[config.mk]
export PLATFORM = sky130hd
export DESIGN_NAME = vcf_record_genotype_parser
export DESIGN_NICKNAME = d
export VERILOG_FILES = /design/src/hw/rtl/vcf_gp_pkg.sv /design/src/hw/rtl/vcf_record_genotype_parser.sv
export SDC_FILE = /design/constraint.sdc
export NUM_CORES = 1
export LEC_CHECK = 0
export BUFFER_PORTS_ARGS = -buffer_cell sky130_fd_sc_hd__buf_2
export CAP_MARGIN = 20
export CORE_ASPECT_RATIO = 1.5
export CORE_MARGIN = 2
export CORE_UTILIZATION = 55
export CTS_BUF_LIST = sky130_fd_sc_hd__clkbuf_2 sky130_fd_sc_hd__clkbuf_4 sky130_fd_sc_hd__clkbuf_8
export CTS_CLUSTER_DIAMETER = 150
export DETAILED_ROUTE_END_ITERATION = 10
export PLACE_DENSITY_LB_ADDON = 0.2
export SLEW_MARGIN = 30
export SYNTH_ARGS = -nofsm -noshare
export SYNTH_HDL_FRONTEND = slang
export SYNTH_SLANG_ARGS = --single-unit
[constraint.sdc]
create_clock -name clk -period 6.7 [get_ports clk]
set_clock_uncertainty 0.15 [all_clocks]
set_input_delay 0.335 -clock clk [delete_from_list [all_inputs] [get_ports clk]]
set_output_delay 0.335 -clock clk [all_outputs]
set_load 0.01 [all_outputs]
[src/hw/rtl/vcf_gp_pkg.sv]
// Shared types and constants for the variant record genotype parser.
package vcf_gp_pkg;

  localparam int MAX_SAMPLES_DEF = 4096;
  localparam int QDEPTH = 4;
  localparam int QAW = $clog2(QDEPTH);

  localparam logic [12:0] FIELD_MAX = 13'd8191;
  localparam logic [12:0] FIRST_SAMPLE_FIELD = 13'd9;

  localparam logic [7:0] CH_NL = 8'd10;
  localparam logic [7:0] CH_TAB = 8'd9;
  localparam logic [7:0] CH_DOT = 8'h2e;
  localparam logic [7:0] CH_COLON = 8'h3a;
  localparam logic [7:0] CH_SLASH = 8'h2f;
  localparam logic [7:0] CH_BAR = 8'h7c;
  localparam logic [7:0] CH_ZERO = 8'h30;
  localparam logic [7:0] CH_NINE = 8'h39;

  localparam logic [1:0] KIND_CHROM = 2'd0;
  localparam logic [1:0] KIND_GENO = 2'd1;
  localparam logic [1:0] KIND_END = 2'd2;

  localparam logic [1:0] PH_FIRST = 2'd0;
  localparam logic [1:0] PH_SECOND = 2'd1;
  localparam logic [1:0] PH_DONE_NOSEP = 2'd2;
  localparam logic [1:0] PH_DONE_SEP = 2'd3;

  typedef struct packed {
    logic [1:0]  kind;
    logic [7:0]  chrom;
    logic [11:0] idx;
    logic [7:0]  a1;
    logic [7:0]  a2;
    logic [31:0] pos;
    logic        comp;
    logic [12:0] cnt;
    logic        last;
  } res_t;

endpackage

[src/hw/rtl/vcf_record_genotype_parser.sv]
// Variant record line parser: chromosome bytes, position and per-sample genotypes.
// Results of an accepted byte are written into the result queue and leave it on the out_ channel.
// Throughput: one byte per cycle while in_ready is high, i.e. while the 4-entry result
// queue holds at most two entries; a newline that closes a genotype yields two transactions.
// Reset (rst_n low, synchronous) clears the parse state and empties the queue.
module vcf_record_genotype_parser #(
  parameter int MAX_SAMPLES = vcf_gp_pkg::MAX_SAMPLES_DEF
) (
  input  logic        clk,
  input  logic        rst_n,
  input  logic        in_valid,
  output logic        in_ready,
  input  logic [7:0]  in_char_in,
  output logic        out_valid,
  input  logic        out_ready,
  output logic [1:0]  out_result_kind,
  output logic [7:0]  out_chrom_char,
  output logic [11:0] out_sample_index,
  output logic [7:0]  out_allele_first,
  output logic [7:0]  out_allele_second,
  output logic [31:0] out_position,
  output logic        out_record_complete,
  output logic [12:0] out_sample_count,
  output logic        out_last_of_run
);

  logic [12:0] field_r, field_nxt;
  logic [31:0] pos_r, pos_nxt;
  logic [7:0]  first_r, first_nxt;
  logic [7:0]  second_r, second_nxt;
  logic [1:0]  phase_r, phase_nxt;
  logic        stopped_r, stopped_nxt;
  logic        started_r, started_nxt;
  logic        skip_r, skip_nxt;

  vcf_gp_pkg::res_t q_r [vcf_gp_pkg::QDEPTH];
  logic [vcf_gp_pkg::QAW-1:0] wptr_r, rptr_r;
  logic [vcf_gp_pkg::QAW:0]   qcnt_r;

  vcf_gp_pkg::res_t r0, r1;
  logic [1:0]  nres;
  logic        in_acc, out_acc;

  logic [7:0]  c;
  logic        is_digit;
  logic [3:0]  dig;
  logic        field_ge9, geno;
  logic [12:0] gi;
  logic [13:0] gi_p1;
  logic [12:0] cnt_sat;
  logic [35:0] pos_mul;
  logic [31:0] pos_add;
  logic [7:0]  al_src;
  logic [11:0] al_mul;
  logic [7:0]  al_add;
  logic [7:0]  a2_sel;
  logic [12:0] field_inc;
  vcf_gp_pkg::res_t r_geno, r_end;

  assign in_ready  = qcnt_r <= (vcf_gp_pkg::QAW+1)'(vcf_gp_pkg::QDEPTH - 2);
  assign out_valid = qcnt_r != '0;
  assign in_acc    = in_valid && in_ready;
  assign out_acc   = out_valid && out_ready;

  assign c         = in_char_in;
  assign is_digit  = (c >= vcf_gp_pkg::CH_ZERO) && (c <= vcf_gp_pkg::CH_NINE);
  assign dig       = 4'(c - vcf_gp_pkg::CH_ZERO);
  assign field_ge9 = field_r >= vcf_gp_pkg::FIRST_SAMPLE_FIELD;
  assign gi        = field_ge9 ? field_r - vcf_gp_pkg::FIRST_SAMPLE_FIELD : '0;
  assign geno      = field_ge9 && (32'(gi) < 32'(MAX_SAMPLES));
  assign gi_p1     = 14'(gi) + 14'd1;
  assign cnt_sat   = (32'(gi_p1) > 32'(MAX_SAMPLES)) ? 13'(MAX_SAMPLES) : gi_p1[12:0];
  assign field_inc = (field_r == vcf_gp_pkg::FIELD_MAX) ? field_r : field_r + 13'd1;

  assign pos_mul = ({4'b0, pos_r} << 3) + ({4'b0, pos_r} << 1) + 36'(dig);
  assign pos_add = (pos_mul[35:32] != 4'd0) ? 32'hffff_ffff : pos_mul[31:0];

  assign al_src = (phase_r == vcf_gp_pkg::PH_FIRST) ? first_r : second_r;
  assign al_mul = ({4'b0, al_src} << 3) + ({4'b0, al_src} << 1) + 12'(dig);
  assign al_add = (al_mul > 12'd255) ? 8'd255 : al_mul[7:0];

  assign a2_sel = (phase_r == vcf_gp_pkg::PH_SECOND || phase_r == vcf_gp_pkg::PH_DONE_SEP)
                  ? second_r : first_r;

  always_comb begin
    r_geno       = '0;
    r_geno.kind  = vcf_gp_pkg::KIND_GENO;
    r_geno.idx   = gi[11:0];
    r_geno.a1    = first_r;
    r_geno.a2    = a2_sel;
    r_geno.cnt   = gi_p1[12:0];
    r_end        = '0;
    r_end.kind   = vcf_gp_pkg::KIND_END;
    r_end.pos    = pos_r;
  end

  always_comb begin
    field_nxt   = field_r;
    pos_nxt     = pos_r;
    first_nxt   = first_r;
    second_nxt  = second_r;
    phase_nxt   = phase_r;
    stopped_nxt = stopped_r;
    started_nxt = started_r;
    skip_nxt    = skip_r;
    r0          = '0;
    r1          = '0;
    nres        = 2'd0;

    if (skip_r) begin
      if (c == vcf_gp_pkg::CH_NL) begin
        field_nxt   = '0;
        pos_nxt     = '0;
        first_nxt   = '0;
        second_nxt  = '0;
        phase_nxt   = vcf_gp_pkg::PH_FIRST;
        stopped_nxt = 1'b0;
        started_nxt = 1'b0;
        skip_nxt    = 1'b0;
      end
    end else if (c == vcf_gp_pkg::CH_NL) begin
      nres = 2'd1;
      r0   = r_end;
      if (!field_ge9) begin
        r0.comp = 1'b0;
      end else if (geno && !started_r) begin
        r0.cnt = gi;
      end else if (geno) begin
        nres     = 2'd2;
        r0       = r_geno;
        r1       = r_end;
        r1.comp  = 1'b1;
        r1.cnt   = cnt_sat;
        r1.last  = 1'b1;
      end else begin
        r0.comp = 1'b1;
        r0.cnt  = cnt_sat;
      end
      if (nres == 2'd1) r0.last = 1'b1;
      field_nxt   = '0;
      pos_nxt     = '0;
      first_nxt   = '0;
      second_nxt  = '0;
      phase_nxt   = vcf_gp_pkg::PH_FIRST;
      stopped_nxt = 1'b0;
      started_nxt = 1'b0;
      skip_nxt    = 1'b0;
    end else if (c == vcf_gp_pkg::CH_TAB) begin
      if (geno && !started_r) begin
        nres     = 2'd1;
        r0       = r_end;
        r0.cnt   = gi;
        r0.last  = 1'b1;
        skip_nxt = 1'b1;
      end else begin
        if (geno) begin
          nres    = 2'd1;
          r0      = r_geno;
          r0.last = 1'b1;
        end
        field_nxt   = field_inc;
        first_nxt   = '0;
        second_nxt  = '0;
        phase_nxt   = vcf_gp_pkg::PH_FIRST;
        stopped_nxt = 1'b0;
        started_nxt = 1'b0;
      end
    end else if (field_r == 13'd0) begin
      nres     = 2'd1;
      r0.kind  = vcf_gp_pkg::KIND_CHROM;
      r0.chrom = c;
      r0.last  = 1'b1;
    end else if (field_r == 13'd1) begin
      if (is_digit && !stopped_r) pos_nxt = pos_add;
      else stopped_nxt = 1'b1;
    end else if (geno) begin
      if (!started_r && c == vcf_gp_pkg::CH_DOT) begin
        started_nxt = 1'b1;
        nres        = 2'd1;
        r0          = r_end;
        r0.cnt      = gi;
        r0.last     = 1'b1;
        skip_nxt    = 1'b1;
      end else begin
        started_nxt = 1'b1;
        if (phase_r == vcf_gp_pkg::PH_FIRST || phase_r == vcf_gp_pkg::PH_SECOND) begin
          if (c == vcf_gp_pkg::CH_COLON) begin
            phase_nxt = (phase_r == vcf_gp_pkg::PH_FIRST) ? vcf_gp_pkg::PH_DONE_NOSEP
                                                          : vcf_gp_pkg::PH_DONE_SEP;
          end else if ((c == vcf_gp_pkg::CH_SLASH || c == vcf_gp_pkg::CH_BAR) &&
                       phase_r == vcf_gp_pkg::PH_FIRST) begin
            phase_nxt   = vcf_gp_pkg::PH_SECOND;
            stopped_nxt = 1'b0;
          end else if (is_digit && !stopped_r) begin
            if (phase_r == vcf_gp_pkg::PH_FIRST) first_nxt = al_add;
            else second_nxt = al_add;
          end else begin
            stopped_nxt = 1'b1;
          end
        end
      end
    end
  end

  always_ff @(posedge clk) begin
    if (!rst_n) begin
      field_r   <= '0;
      pos_r     <= '0;
      first_r   <= '0;
      second_r  <= '0;
      phase_r   <= vcf_gp_pkg::PH_FIRST;
      stopped_r <= 1'b0;
      started_r <= 1'b0;
      skip_r    <= 1'b0;
    end else if (in_acc) begin
      field_r   <= field_nxt;
      pos_r     <= pos_nxt;
      first_r   <= first_nxt;
      second_r  <= second_nxt;
      phase_r   <= phase_nxt;
      stopped_r <= stopped_nxt;
      started_r <= started_nxt;
      skip_r    <= skip_nxt;
    end
  end

  // result queue
  logic [1:0] push_n;
  assign push_n = in_acc ? nres : 2'd0;

  always_ff @(posedge clk) begin
    if (!rst_n) begin
      wptr_r <= '0;
      rptr_r <= '0;
      qcnt_r <= '0;
    end else begin
      wptr_r <= wptr_r + vcf_gp_pkg::QAW'(push_n);
      if (out_acc) rptr_r <= rptr_r + vcf_gp_pkg::QAW'(1);
      qcnt_r <= qcnt_r + (vcf_gp_pkg::QAW+1)'(push_n) -
                (vcf_gp_pkg::QAW+1)'(out_acc);
    end
  end

  always_ff @(posedge clk) begin
    if (push_n != 2'd0) q_r[wptr_r] <= r0;
    if (push_n == 2'd2) q_r[wptr_r + vcf_gp_pkg::QAW'(1)] <= r1;
  end

  assign out_result_kind     = q_r[rptr_r].kind;
  assign out_chrom_char      = q_r[rptr_r].chrom;
  assign out_sample_index    = q_r[rptr_r].idx;
  assign out_allele_first    = q_r[rptr_r].a1;
  assign out_allele_second   = q_r[rptr_r].a2;
  assign out_position        = q_r[rptr_r].pos;
  assign out_record_complete = q_r[rptr_r].comp;
  assign out_sample_count    = q_r[rptr_r].cnt;
  assign out_last_of_run     = q_r[rptr_r].last;

endmodule
Word level (Yosys, flattened, before mapping)
Memory sizes are Yosys's and may differ from the RTL's. A register that Yosys moved wholly into a read port is not among the register bits.
Cells that the tools add are included.
- reductions and logical operators: 35
- $add $sub $neg: 13
- div/mod/pow operators: 0
- shift operators: 0
- multiply operators: 0
- mux-type cells: 131
- bitwise logic cells: 0
- equal/unequal tests: 26
- $lt $le $gt $ge: 7
- operators by type and width (operator ; count):
    85-bit 2-to-1 mux ; 12
    32-bit 2-to-1 mux ; 8
    8-bit 2-to-1 mux ; 29
    70-bit 2-to-1 mux ; 2
    13-bit 2-to-1 mux ; 9
    84-bit 2-to-1 mux ; 1
    74-bit 2-to-1 mux ; 1
    71-bit 2-to-1 mux ; 1
    2-bit 2-to-1 mux ; 23
    1-bit 2-to-1 mux ; 42
    35-bit by 33-bit adder with 36-bit output ; 1
    36-bit by 4-bit adder with 36-bit output ; 1
    14-bit 2-to-1 mux ; 2
    8-bit by 6-bit == test with 1-bit output (second input constant) ; 3
    12-bit AND reduction ; 2
    3-bit inequality test (second input constant) ; 6
    8-bit by 4-bit == test with 1-bit output (second input constant) ; 2
    4-bit nonzero test ; 4
    3-bit nonzero test ; 5
    13-bit by 1-bit adder with 14-bit output (second input constant) ; 1
    14-bit by 13-bit greater-than comparator with 1-bit output (second input constant) ; 1
    13-bit by 1-bit adder with 13-bit output (second input constant) ; 1
    13-bit by 1-bit == test with 1-bit output (second input constant) ; 1
    13-bit == test (second input constant) ; 1
    other kinds (32) ; 53
- logic and storage cells: 224
- ROM bits: 0
- register bits: 73
- bits in latches: 0
- input port bits: 12
- memories kept: 1
- output and inout port bits: 87
- bits in writable memories: 340
- memory list (memory ; words ; bits a word ; read ports ; clocked after Yosys merged registers in ; write ports ; RTL line ; text):
    q_r ; 4 ; 85 ; 1 ; 1 ; 2 ; vcf_record_genotype_parser.sv:36 ; vcf_gp_pkg::res_t q_r [vcf_gp_pkg::QDEPTH];

Logic depth before layout (Yosys ltp)
Gate-level depths: netlist of run 1.
- depth in word-level cells: 18
- gate-level depth with buffers: 18
- mapped depth without buffers: 17

Least setup slack after synthesis of run 1
Ideal clock, no wire load.
- path kind: reg-to-reg
- from: reg field_r[0]
- to: mem q_r[1][0] (netlist bit), enable pin
- path buffers: 2
- slack: 1.615 ns
- period minus slack after synthesis: 5.085 ns
- stages on the path, launching flop included: 12
- data required time: 6.096 ns
- data arrival time: 4.481 ns
- library setup time: 0.454 ns
- cells stage by stage: dfxtp_1 clkbuf_1 clkbuf_1 inv_1 ha_1 nand2b_1 a2111oi_4 o22a_4 nand2_1 nor4_4 a21oi_1 nor2_1
- RTL lines (item ; RTL line ; text):
    start: declaration ; vcf_record_genotype_parser.sv:27 ; logic [12:0] field_r, field_nxt;
    start signal: assignment ; vcf_record_genotype_parser.sv:216 ; field_r <= field_nxt;
    end: declaration ; vcf_record_genotype_parser.sv:36 ;

==> flow_summary.toml, run 1 <==
[critical_path]
crit_path_end_kind = "flip-flop"
worstPathArrival_ns = 5.30
path_delay_family = "simple AND/OR/NAND/NOR gates"
path_cells = "or4_1 -> or4_4 -> nor2_2 -> nor2_1 -> ha_1 -> and3b_1 -> nand4_1 -> mux2i_1 -> or4_1 -> nor4_2 -> o21a_2 -> nand2b_4 -> nand3_4 -> o2bb2ai_1"
crit_path_frequent_cell = "or4_1"
path_class = "flip-flop to flip-flop"
slowest_delay_ns = 0.77
critPathSlowestCell = "or4_1"
cp-start-kind = "flip-flop"
worstPathRequired_ns = 7.02
critPathBufInv = 0
crit_fanout = 9

[floorplan]
io_pins = 99
std_cell_rows = 89
start_util = 0.555
dieArea_mm2 = 0.0411
die_x_um = 166
core-area_mm2 = 0.0391
die_y_um = 247

[grt]
grt_pass1_vias = 17200
grt_pass1_wl_mm = 94.0
grtUsageTotal = 0.292
overflow = 0
antenna_found_initial = 1
grt_max_degree = 50

[logic_synthesis]
synth.avg_cell_area_um2 = 10.1
ys_async_sr_fraction = 0
synth-seq-area-share = 0.471
yosysUniqueCellTypes = 96
synthTopCellsByCount = "nor2_1, dfxtp_1, edfxtp_1, a21oi_1, and2_1"
synthesis.nets = 2250
syn_area_mm2 = 0.0217
ys_ff_latch = 415
synthTopCellsByArea = "edfxtp_1, dfxtp_1, mux4_2"
yosysMostFrequentCell = "nor2_1"
synthCells = 2147
ys.flop_type = "dfxtp_1"
yosys.area.top_type_share = 0.266
yosysTopAreaCell = "edfxtp_1"
synth_edf_count = 192
ys_warn_count = 0

[finish]
fin_cells = 2761
nFillCells = 3305
areaGrowthSynthToFinish_pct = 11.1
multiInputGateArea_mm2 = 0.0109
drive_above_1_share = 0.181
fin_util = 0.617
final_nets = 2311
register_area_mm2 = 0.0102

[sta]
setup_viol = 0
fmax_ghz = 0.201
slew_headroom = 0.386
postLayoutSetupSlackWorst_ns = 1.72
max_slew.worst_pin.slew_ns = 0.921
period_minus_slack_ns = 4.98
fin_tns_setup_ns = 0
fin_crit_sh = 0.744
whs_ns = 0.0523
slew_viol_final = 0
grt_setup_unrepaired = "false"
hold_viol_final = 0

[outcome]
status = "completed"

[placed_design]
place_worst_setup_slack_ns = 1.79
portBuffers = 98
dpl.hpwl_mm = 40.2
place_congestion = 0.992
placedCellCount = 2633

[detailed_routing]
dr.pass1.iters = 5
drt_iter0_markers = 1203
via_count = 17000
drc = 0
via_per_inst = 6.17
postRouteAntennaNets = 0
wirelength_mm = 60.6
wl_per_cell_um = 21.9

[pwr]
pwr_density_cell_mw_per_mm2 = 273
p_leak_nw = 9.29
ir_drop_uv = 232

[hold_path]
min_path_type = "input pin to flip-flop"

[clock_network]
clk_latency_ns = 0.63
ctsLongestPathBuffers = 3
cts_tree = "built"
cts_made_buffers = 66
cts_sinks = 415
cts_root_buf = "clkbuf_8"
cts.clk_slew.worst_paths_ns = 0.06
post-cts-setup-buffers = 0
htree_levels = 3

[job]
drv_cap = 0
==> state kept, by name, indices dropped and copies added (netlist names), named ones only <==
| signal | flops |
|---|---|
| field_r | 13 |
| first_r | 8 |
| phase_r | 2 |
| pos_r | 32 |
| q_r | 340 |
| qcnt_r | 3 |
| rptr_r | 2 |
| second_r | 8 |
| skip_r | 1 |
| started_r | 1 |
| stopped_r | 1 |
| wptr_r | 2 |
==> final cells by class <==
cell class | count | area share
Tap cell | 500 | 0.0259
Sequential cell | 415 | 0.425
Antenna cell | 1 | 0.000104
Inverter | 28 | 0.00436
Clock buffer | 99 | 0.0498
Timing Repair Buffer | 136 | 0.0373
Multi-Input combinational cell | 1561 | 0.451
Clock inverter | 21 | 0.00685
==> stage by stage <==
| step | total power, mW | cell area [µm²] |
|---|---|---|
| after global routing | 6.85 | 24100 |
| after global placement | 4.35 | 22500 |
| after CTS | 6.62 | 24000 |
| after floorplan | 3.89 | 21700 |
| after detailed placement | 4.38 | 22600 |
| final | 6.58 | 24100 |
==> worst paths after layout <==
| path | start | to | slack, ns | cells past startpoint |
|---|---|---|---|---|
| worst max-delay path | field_r[5] | q_r[3][2] | 1.72 | 14 |
| worst min register to register | q_r[3][83] | q_r[3][83] | 0.32 | 2 |
| worst max register to register | field_r[5] | q_r[3][2] | 1.72 | 14 |
| worst min-delay path | in_valid | skip_r | 0.05 | 4 |
==> metal layers <==
metal	vias up	track usage	routed length (µm)
met5	-	0	0
met4	0	0.176	3230
met3	192	0.0632	3560
met2	580	0.520	30900
met1	8357	0.320	22900
li1	7899	-	-
==> worst min-delay path, cell delays in order <==
cell     delay, ns
buf_2         0.09
and2_1        0.20
a31oi_1       0.10
nor2_1        0.08
==> report_power, final <==
part / switching (mW) / internal (mW) / total (mW) / leakage [nW]
clock network: 1.03 / 1.23 / 2.25 / 0.709
logic: 0.749 / 0.563 / 1.31 / 4.94
registers: 0.131 / 2.89 / 3.02 / 3.64
==> logic make-up (layout without fill, tap and decap cells) <==
family | Yosys count | in the layout | share of synthesized area
buffers and inverters | 171 | 284 | 0.0312
XOR/XNOR | 67 | 67 | 0.0270
adder cells (fa/ha/maj) | 91 | 91 | 0.0542
AO/OA/AOI/OAI | 451 | 451 | 0.125
flip-flops | 415 | 415 | 0.471
other | 0 | 1 | 0
multiplexers | 117 | 117 | 0.104
AND/OR/NAND/NOR | 835 | 835 | 0.187
==> what timing repair did <==
item / 4_1_cts / 5_1_grt
hold buffers: 4 / 0
hold endpoints to repair: 4 / 0
setup endpoints to repair: 0 / 0
gates resized for setup: 0 / 0
==> cell usage in the layout (no fill, tap or decap), drive strengths merged, types with 86 or more instances in the layout <==
master / n
edfxtp: 192
a21oi: 183
and2: 147
nand3: 88
buf: 132
nor2: 329
nand2: 141
o21ai: 122
clkbuf: 99
dfxtp: 223
ha: 86
Power figures use the tool's default switching activity.
==> run 2: changes to the inputs <==
==> constraint.sdc (replaced) <==
create_clock -name clk -period 4.55 [get_ports clk]
set_clock_uncertainty 0.15 [all_clocks]
set_input_delay 0.2275 -clock clk [delete_from_list [all_inputs] [get_ports clk]]
set_output_delay 0.2275 -clock clk [all_outputs]
set_load 0.01 [all_outputs]
==> flow_summary.toml, run 2 (same netlist as run 1, synthesis figures left out) <==
[critical_path]
worstPathArrival_ns = 4.57
crit_path_end_kind = "flip-flop"
r2r_setup_slack_ns = 0.26
worst-r2r-cell-count = 14
crit_fanout = 8
r2r_end = "q_r[1][6]"
worstPathRequired_ns = 4.83
path_class = "flip-flop to flip-flop"
rr_startpoint = "field_r[12]"
cp-start-kind = "flip-flop"

[hold_path]
min_path_type = "input pin to flip-flop"
holdPathEnd = "first_r[0]"
min_from = "rst_n"
min_delay_path_depth = 3

[grt]
grt_max_degree = 75
grtUsageTotal = 0.289
overflow = 0
antenna_found_initial = 1
grt_pass1_wl_mm = 93.1
grt_pass1_vias = 17300

[floorplan]
start_util = 0.555
core-area_mm2 = 0.0391
dieArea_mm2 = 0.0411
std_cell_rows = 89
die_y_um = 247
io_pins = 99
die_x_um = 166

[sta]
setup_viol = 0
fin_tns_setup_ns = 0
period_minus_slack_ns = 4.29
fmax_ghz = 0.233
max_slew.worst_pin.slew_ns = 1.02
slew_viol_final = 0
hold_viol_final = 0
whs_ns = 0.0888
fin_crit_sh = 0.944
slew_headroom = 0.314
grt_setup_unrepaired = "false"

[detailed_routing]
wl_per_cell_um = 21.3
via_per_inst = 6.06
drc = 0
drt_iter0_markers = 1074
postRouteAntennaNets = 0
dr.pass1.iters = 5
wirelength_mm = 59.8
via_count = 17000

[clock_network]
cts_sinks = 415
cts_tree = "built"
clk_latency_ns = 0.62
post-cts-setup-buffers = 0
ctsLongestPathBuffers = 3
cts_made_buffers = 66
htree_levels = 3
cts.clk_slew.worst_paths_ns = 0.06
cts_root_buf = "clkbuf_8"

[finish]
largest_reg_flops = 340
nFillCells = 3227
drive_above_1_share = 0.193
largest_register = "q_r"
reg_top3 = "q_r x340, pos_r x32, field_r x13"
final_nets = 2359
areaGrowthSynthToFinish_pct = 13.7
layout_common_cells = "nor2_1, dfxtp_1, edfxtp_1"
final_common_cell = "nor2_1"

[job]
drv_cap = 0

[outcome]
status = "completed"

[pwr]
ir_drop_uv = 293
p_leak_nw = 9.63
pwr_density_cell_mw_per_mm2 = 401

[placed_design]
place_congestion = 0.985
portBuffers = 98
dpl.hpwl_mm = 40.2
## run 2: per-layer routing
layer,global-route usage,vias to the layer above,part of all wire
met5,0,-,0
met2,0.534,568,0.53
met3,0.0471,165,0.052
met1,0.319,8285,0.37
met4,0.152,0,0.049
li1,-,7980,-
## run 2: worst max-delay path by stage
stage	depth (start not counted)	end	slack, ns	startpoint
2_1_floorplan	15	q_r[0][0]	0.22	field_r[0]
3_3_place_gp	14	q_r[1][7]	0.42	field_r[12]
3_5_place_dp	14	q_r[1][6]	0.30	field_r[12]
4_1_cts	14	q_r[1][6]	0.27	field_r[12]
5_1_grt	16	second_r[4]	0.04	phase_r[0]
6_report	14	q_r[1][6]	0.26	field_r[12]
## run 2: layout make-up
type | count | area [µm²] | area share
Inverter | 28 | 105 | 0.00426
Tap cell | 500 | 626 | 0.0253
Clock inverter | 14 | 208 | 0.00841
Antenna cell | 1 | 2.50 | 0.000101
Clock buffer | 102 | 1230 | 0.0500
Multi-Input combinational cell | 1561 | 10800 | 0.439
Sequential cell | 415 | 10200 | 0.415
Timing Repair Buffer | 184 | 1440 | 0.0582
## run 2: what timing repair did
action	CTS	global route
hold buffers	10	0
endpoints found under the hold margin	31	0
resized for setup	0	0
## run 2: worst max-delay path: stages, from the launching register on
cell and delay (ns):
dfxtp_1 0.35, or4_4 0.60, or4_4 0.56, nor2_2 0.14, nor2_1 0.09, ha_1 0.30, and3b_1 0.22, nand4_1 0.11
mux2i_1 0.10, or4_1 0.56, nor4_2 0.14, o21a_2 0.22, nand2b_4 0.20, nand2_2 0.15, o22ai_1 0.21
## run 2: power by group
group	leakage (nW)	internal, mW	switching [mW]	total, mW
registers	3.64	4.25	0.232	4.48
clock network	0.759	2.02	1.48	3.50
logic	5.23	0.885	1.05	1.94
total	9.63	7.15	2.76	9.91
## run 2: through the flow
step / instances / power [mW] / cell area (µm²) / setup WS (ns) / utilization
CTS: 2803 / 9.99 / 24700 / 0.272 / 0.631
floorplan: 2147 / 5.73 / 21700 / 0.220 / -
finish: 2805 / 9.91 / 24700 / 0.256 / 0.632
global route: 2805 / 10.3 / 24700 / 0.0409 / 0.632
detailed placement: 2677 / 6.51 / 23100 / 0.295 / 0.592
global placement: 2677 / 6.47 / 23100 / 0.419 / 0.592
